<file path="config.mk">
export PLATFORM = sky130hd
export DESIGN_NAME = utf8_char_validator
export DESIGN_NICKNAME = d
export VERILOG_FILES = /design/src/design/ucv_pkg.sv /design/src/design/utf8_char_validator.sv
export SDC_FILE = /design/constraint.sdc
export NUM_CORES = 1
export LEC_CHECK = 0
export ABC_AREA = 0
export BUFFER_PORTS_ARGS = -buffer_cell sky130_fd_sc_hd__buf_2
export CAP_MARGIN = 20
export CORE_MARGIN = 2
export CORE_UTILIZATION = 50
export CTS_CLUSTER_SIZE = 25
export DETAILED_ROUTE_END_ITERATION = 7
export PLACE_DENSITY = 0.72
export SETUP_SLACK_MARGIN = 0.2
export SLEW_MARGIN = 20
export SYNTH_ARGS = -nofsm -noshare
export SYNTH_HDL_FRONTEND = slang
export SYNTH_SLANG_ARGS = --single-unit
</file>
<file path="constraint.sdc">
create_clock -name clk_i -period 4.9 [get_ports clk_i]
set_input_delay 0 -clock clk_i [delete_from_list [all_inputs] [get_ports clk_i]]
set_output_delay 0 -clock clk_i [all_outputs]
set_load 0.02 [all_outputs]
</file>
<file path="src/design/ucv_pkg.sv">
// ucv_pkg: shared constants, status codes and the lead-byte decoder for the
// UTF-8 character validator. No dependencies.
`timescale 1ns / 1ps

package ucv_pkg;

  // Longest character the block accepts, in bytes.
  localparam int unsigned MAX_SEQ_LEN = 6;

  localparam int unsigned DATA_W     = 8;
  localparam int unsigned LEN_W      = 3;
  localparam int unsigned STATUS_W   = 3;
  localparam int unsigned CP_W       = 16;
  localparam int unsigned RES_W      = STATUS_W + LEN_W + CP_W;
  localparam int unsigned RES_BYTES_W = ((RES_W + 7) / 8) * 8;

  // Result status codes.
  localparam logic [STATUS_W-1:0] ST_VALID    = 3'd0;
  localparam logic [STATUS_W-1:0] ST_BAD_LEAD = 3'd1;
  localparam logic [STATUS_W-1:0] ST_BAD_CONT = 3'd2;
  localparam logic [STATUS_W-1:0] ST_TRUNC    = 3'd3;
  localparam logic [STATUS_W-1:0] ST_SURR     = 3'd4;

  // Character length announced by a lead byte, 0 if the byte cannot lead.
  function automatic logic [LEN_W-1:0] lead_length(input logic [DATA_W-1:0] b);
    logic [LEN_W-1:0] len;
    priority casez (b)
      8'b0???????: len = 3'd1;
      8'b110?????: len = 3'd2;
      8'b1110????: len = 3'd3;
      8'b11110???: len = 3'd4;
      8'b111110??: len = 3'd5;
      8'b1111110?: len = 3'd6;
      default:     len = 3'd0;
    endcase
    return len;
  endfunction

endpackage

</file>
<file path="src/design/utf8_char_validator.sv">
// utf8_char_validator: top level, byte-stream UTF-8 checker and decoder.
// Depends on ucv_pkg.
`timescale 1ns / 1ps
//
// Usage:
//  - Slave stream (s_axis_*): one byte of the string per transaction, tlast
//    set on the final byte of the string.
//  - Master stream (m_axis_*): one transaction per finished or failed
//    character: status, byte count and code point in tdata, tlast copies the
//    end-of-string flag of the byte that closed the result. Continuation
//    bytes in the middle of a character give no transaction.
//  - Path: the accepted byte sits in the input register until the result
//    slot is free; the result register then loads from it and drives tvalid,
//    and the result transaction completes once m_axis_tready is high.
//  - Throughput: one byte per clock while m_axis_tready does not stall the
//    result, set by the single decode step between the input and result registers.
//  - Stall: when m_axis_tready is low the result holds; the input register
//    still takes one byte, and further bytes are refused only once both the
//    result and the input register are full.
//  - Reset: clears both valid flags and the character state (no character
//    open, count and partial value zero).
//  - Status codes: valid, bad lead, bad continuation, truncated, surrogate;
//    after any result the next byte is taken as a fresh lead.

module utf8_char_validator (
  input  logic        clk_i,
  input  logic        rst_ni,
  input  logic        s_axis_tvalid_i,
  output logic        s_axis_tready_o,
  input  logic [7:0]  s_axis_tdata_i,   // [7:0] data_byte
  input  logic        s_axis_tlast_i,   // end_of_string
  output logic        m_axis_tvalid_o,
  input  logic        m_axis_tready_i,
  output logic [23:0] m_axis_tdata_o,   // [2:0] status, [5:3] char_length,
                                        // [21:6] code_point, [23:22] zero
  output logic        m_axis_tlast_o    // string_done
);

  localparam int unsigned LenW = ucv_pkg::LEN_W;
  localparam int unsigned CpW  = ucv_pkg::CP_W;

  // Input register
  logic                        in_vld_q;
  logic [ucv_pkg::DATA_W-1:0]  in_byte_q;
  logic                        in_last_q;

  // Character state
  logic [LenW-1:0] exp_len_q, exp_len_d;
  logic [LenW-1:0] rcv_cnt_q, rcv_cnt_d;
  logic [CpW-1:0]  partial_q, partial_d;

  // Result register
  logic                          out_vld_q;
  logic [ucv_pkg::STATUS_W-1:0]  out_status_q, res_status;
  logic [LenW-1:0]               out_len_q, res_len;
  logic [CpW-1:0]                out_cp_q, res_cp;
  logic                          out_last_q;

  logic            advance;
  logic            emit;
  logic [LenW-1:0] lead_len;
  logic [LenW-1:0] cnt_inc;
  logic [CpW-1:0]  pv_next;

  // Byte in the input register moves on when the result slot is free.
  assign advance         = in_vld_q && (!out_vld_q || m_axis_tready_i);
  assign s_axis_tready_o = !in_vld_q || advance;

  assign lead_len = ucv_pkg::lead_length(in_byte_q);
  assign cnt_inc  = rcv_cnt_q + 3'd1;
  // Only 1..3 byte characters accumulate a code point.
  assign pv_next  = (exp_len_q <= 3'd3) ? {partial_q[CpW-7:0], in_byte_q[5:0]} : partial_q;

  always_comb begin
    exp_len_d  = exp_len_q;
    rcv_cnt_d  = rcv_cnt_q;
    partial_d  = partial_q;
    emit       = 1'b0;
    res_status = ucv_pkg::ST_VALID;
    res_len    = '0;
    res_cp     = '0;
    if (advance) begin
      if (exp_len_q == '0) begin
        // expecting a lead byte
        if (lead_len == '0 || lead_len > LenW'(ucv_pkg::MAX_SEQ_LEN)) begin
          emit       = 1'b1;
          res_status = ucv_pkg::ST_BAD_LEAD;
        end else if (lead_len == 3'd1) begin
          emit    = 1'b1;
          res_len = 3'd1;
          res_cp  = {{(CpW-8){1'b0}}, in_byte_q};
        end else if (in_last_q) begin
          emit       = 1'b1;
          res_status = ucv_pkg::ST_TRUNC;
          res_len    = 3'd2;
        end else begin
          exp_len_d = lead_len;
          rcv_cnt_d = 3'd1;
          if (lead_len == 3'd2) begin
            partial_d = {{(CpW-5){1'b0}}, in_byte_q[4:0]};
          end else if (lead_len == 3'd3) begin
            partial_d = {{(CpW-4){1'b0}}, in_byte_q[3:0]};
          end else begin
            partial_d = '0;
          end
        end
      end else if (in_byte_q[7:6] != 2'b10) begin
        emit       = 1'b1;
        res_status = ucv_pkg::ST_BAD_CONT;
        res_len    = cnt_inc;
      end else if (cnt_inc >= exp_len_q) begin
        emit    = 1'b1;
        res_len = exp_len_q;
        if (exp_len_q == 3'd3 && pv_next[15:11] == 5'b11011) begin
          res_status = ucv_pkg::ST_SURR;
        end else if (exp_len_q <= 3'd3) begin
          res_cp = pv_next;
        end
      end else if (in_last_q) begin
        emit       = 1'b1;
        res_status = ucv_pkg::ST_TRUNC;
        res_len    = cnt_inc + 3'd1;
      end else begin
        rcv_cnt_d = cnt_inc;
        partial_d = pv_next;
      end
      if (emit) begin
        exp_len_d = '0;
        rcv_cnt_d = '0;
        partial_d = '0;
      end
    end
  end

  // Control and state registers
  always_ff @(posedge clk_i or negedge rst_ni) begin
    if (!rst_ni) begin
      in_vld_q  <= 1'b0;
      out_vld_q <= 1'b0;
      exp_len_q <= '0;
      rcv_cnt_q <= '0;
      partial_q <= '0;
    end else begin
      if (s_axis_tvalid_i && s_axis_tready_o) begin
        in_vld_q <= 1'b1;
      end else if (advance) begin
        in_vld_q <= 1'b0;
      end
      if (advance && emit) begin
        out_vld_q <= 1'b1;
      end else if (m_axis_tready_i) begin
        out_vld_q <= 1'b0;
      end
      exp_len_q <= exp_len_d;
      rcv_cnt_q <= rcv_cnt_d;
      partial_q <= partial_d;
    end
  end

  // Payload registers
  always_ff @(posedge clk_i) begin
    if (s_axis_tvalid_i && s_axis_tready_o) begin
      in_byte_q <= s_axis_tdata_i;
      in_last_q <= s_axis_tlast_i;
    end
    if (advance && emit) begin
      out_status_q <= res_status;
      out_len_q    <= res_len;
      out_cp_q     <= res_cp;
      out_last_q   <= in_last_q;
    end
  end

  assign m_axis_tvalid_o = out_vld_q;
  assign m_axis_tdata_o  = {{(ucv_pkg::RES_BYTES_W - ucv_pkg::RES_W){1'b0}},
                            out_cp_q, out_len_q, out_status_q};
  assign m_axis_tlast_o  = out_last_q;

endmodule

</file>
==> reports/qor.yml <==
status: "completed"
die_x_microns: 74.8
grt_pass1_vias: 1633
nNetsFinal: 270
crit_buf_inv: 2
min_path_cells: 4
worstPathArrival_ns: 2.92
first_pass_iters: 4
grt-ovfl-total: 0
required_ns: 5.08
drc: 0
yosysWarningCount: 0
syn_inst: 205
mappedNetlistArea_sq_um: 2500
synthMuxAreaShare_pct: 1.65
hold_slack_ns: 0.130
cts_buffers: 5
ys_types: 55
ff2ff_path_depth: 8
rsz0062_at_grt: "false"
drt_iter0_markers: 112
worstSetupStartpointType: "register"
fp.dieH_microns: 74.8
start_util_pct: 52.3
finalSetupTns_ns: 0
cp.depth: 8
postSynthAreaPerCell_sq_um: 12.2
ys_ff_latch: 52
yosys_most_used_dff: "edfxtp_1"
final_cell_area_sq_um: 2920
antennaDiodeCount: 0
power.leakage_uw: 0.00119
io_buffers: 37
skew_ns: 0.00983
async_flop_share_pct: 38.5
period_share_pct: 56.0
clock-sinks: 52
ios: 40
grtUsageTotal_pct: 19.5
synth_top_family_by_area: "simple AND/OR/NAND/NOR gates"
yosysSeqAreaShare_pct: 58.3
p_per_area_nw_per_um2: 344
synth.most_common_cell: "edfxtp_1"
min_period_ns: 2.74
syn_to_final_growth_pct: 16.5
root_buffer: "clkbuf_8"
synth_compound_area_share_pct: 15.8
synth_xor_area_share_pct: 0.350
htreeDepth: 2
worst_pin_slew_ns: 0.900
clk_pin_slew_worst_paths_ns: 0.09
grt_pass1_wl_microns: 7990
synthAdderAreaFrac_pct: 2.50
dpl_cell_area_sq_um: 2720
avgViaCountPerCell: 5.66
yosys.area_share.simple_pct: 18.0
slew_viol_final: 0
wl_per_cell_microns: 15.6
wirelength_microns: 5000
gp_congestion: 0.920
hold_class: "input pin to register"
antenna_found_initial: 0
rows: 25
cp_top_family: "simple AND/OR/NAND/NOR gates"
vdd_drop_max_mv: 0.166
worst-path-max-fanout: 10
grt_start_max_net_pins: 27
dr_total_vias: 1812
crit_chain: "inv_1 > ha_1 > inv_1 > ha_1 > and2_1 > a21oi_1 > nor4_2 > a22o_1"
synth_edf_count: 32
relSlewSlack_pct: 39.5
die_area_sq_um: 5590
clock.fmax_ghz: 0.364
dp.final_hpwl_microns: 3500
fillers: 399
yosys-top-cells-count: "32 x edfxtp_1, 20 x dfrtp_1, 16 x and2_1"
critPathKind: "register to register"
cts_buffer_depth: 2
core_sq_um: 4790
insertion_delay_ns: 0.31
finalSetupViolations: 0
synth_top_area_share_pct: 38.4
crit_slowest_cell: "nor4_2"
layout-drive-gt1-share_pct: 20.9
yosys.area.top_type: "edfxtp_1"
synth.area.top_cells: "edfxtp_1 38%, dfrtp_1 20%, and2_1 4.0%"
cpPeakStageDelay_ns: 0.71
final_hold_viol_count: 0
final_antenna_net_count: 0
end_kind: "register"
cap_violations: 0
cts_tree: "done"
[sequential cells by signal, indices dropped and copies added, names as in the netlist]
| signal | count |
|---|---|
| exp_len_q | 3 |
| in_byte_q | 8 |
| in_last_q | 1 |
| in_vld_q | 1 |
| m_axis_tlast_o | 1 |
| m_axis_tvalid_o | 1 |
| out_cp_q | 16 |
| out_len_q | 3 |
| out_status_q | 3 |
| partial_q | 12 |
| rcv_cnt_q | 3 |
[worst min-delay path: cells and delay by family]
family	cells	cell delay, ns
AND/OR/NAND/NOR	3	0.31
buffers and inverters	1	0.08
[repair_timing]
action	4_1_cts	5_1_grt
gates resized for setup	0	0
hold endpoints to repair	30	0
hold buffers	11	0
buffers inserted	0	0
[report_power, final]
part	total, uW	internal (uW)	leakage [uW]	switching (uW)
registers	539	511	0.000588	27.3
logic	223	77.3	0.000558	146
clock network	243	102	0.0000414	141
total	1010	690	0.00119	315
[cell usage in the layout, fill, tap and decap left out, types with 5 or more instances in the layout]
cell and count:
nand2_1 10, o21ai_0 7, a22o_1 9, ha_1 5, dfrtp_1 20, edfxtp_1 32, nor2b_1 5, inv_1 6
a21oi_1 5, clkbuf_8 5, nand2b_1 7, nor2_1 10, nor3_1 8, and2_1 16, nand3_1 6, dlygate4sd3_1 11
buf_2 37
[routing by layer]
layer	global-route usage, %	vias to the layer above	share of wire [%]
li1	-	872	-
met1	27.7	852	46
met2	29.6	82	45
met3	4.55	6	7.7
met4	6.75	0	1.3
met5	0	-	0
[metrics by stage]
| step | utilization (%) | instances | power (uW) | setup WS, ns |
|---|---|---|---|---|
| after floorplan | - | 206 | 701 | 2.57 |
| after global placement | 56.8 | 301 | 761 | 2.20 |
| after detailed placement | 56.8 | 301 | 762 | 2.17 |
| after CTS | 61.0 | 320 | 1010 | 2.14 |
| after global routing | 61.0 | 320 | 1050 | 1.88 |
| final | 61.0 | 320 | 1010 | 2.16 |
[layout make-up]
class / instances / area, sq um / share of cell area, %
Inverter: 6 / 22.5 / 0.772
Sequential cell: 52 / 1460 / 50.1
Clock buffer: 6 / 72.6 / 2.49
Clock inverter: 2 / 16.3 / 0.557
Tap cell: 67 / 83.8 / 2.87
Multi-Input combinational cell: 139 / 967 / 33.1
Timing Repair Buffer: 48 / 295 / 10.1
[logic make-up after synthesis]
logic type | count (synthesis)
mux | 4
buf+inv | 15
flops | 52
compound gates | 49
other cells | 1
simple gates | 78
fa+ha+maj | 5
xor+xnor | 1
[final timing paths]
check | from | end | slack, ns
min in group asynchronous | rst_ni | rcv_cnt_q[2]$_DFFE_PN0P_ | 0.18
worst max-delay path | rcv_cnt_q[0]$_DFFE_PN0P_ | out_cp_q[6]$_SDFFCE_PN0P_ | 2.16
worst min-delay path | m_axis_tready_i | in_vld_q$_DFFE_PN0P_ | 0.13
max in group asynchronous | rst_ni | exp_len_q[0]$_DFFE_PN0P_ | 4.40
worst max register to register | rcv_cnt_q[0]$_DFFE_PN0P_ | out_cp_q[6]$_SDFFCE_PN0P_ | 2.16
worst min register to register | partial_q[14]$_DFFE_PN0P_ | partial_q[14]$_DFFE_PN0P_ | 0.51
Power figures use the tool's default switching activity.
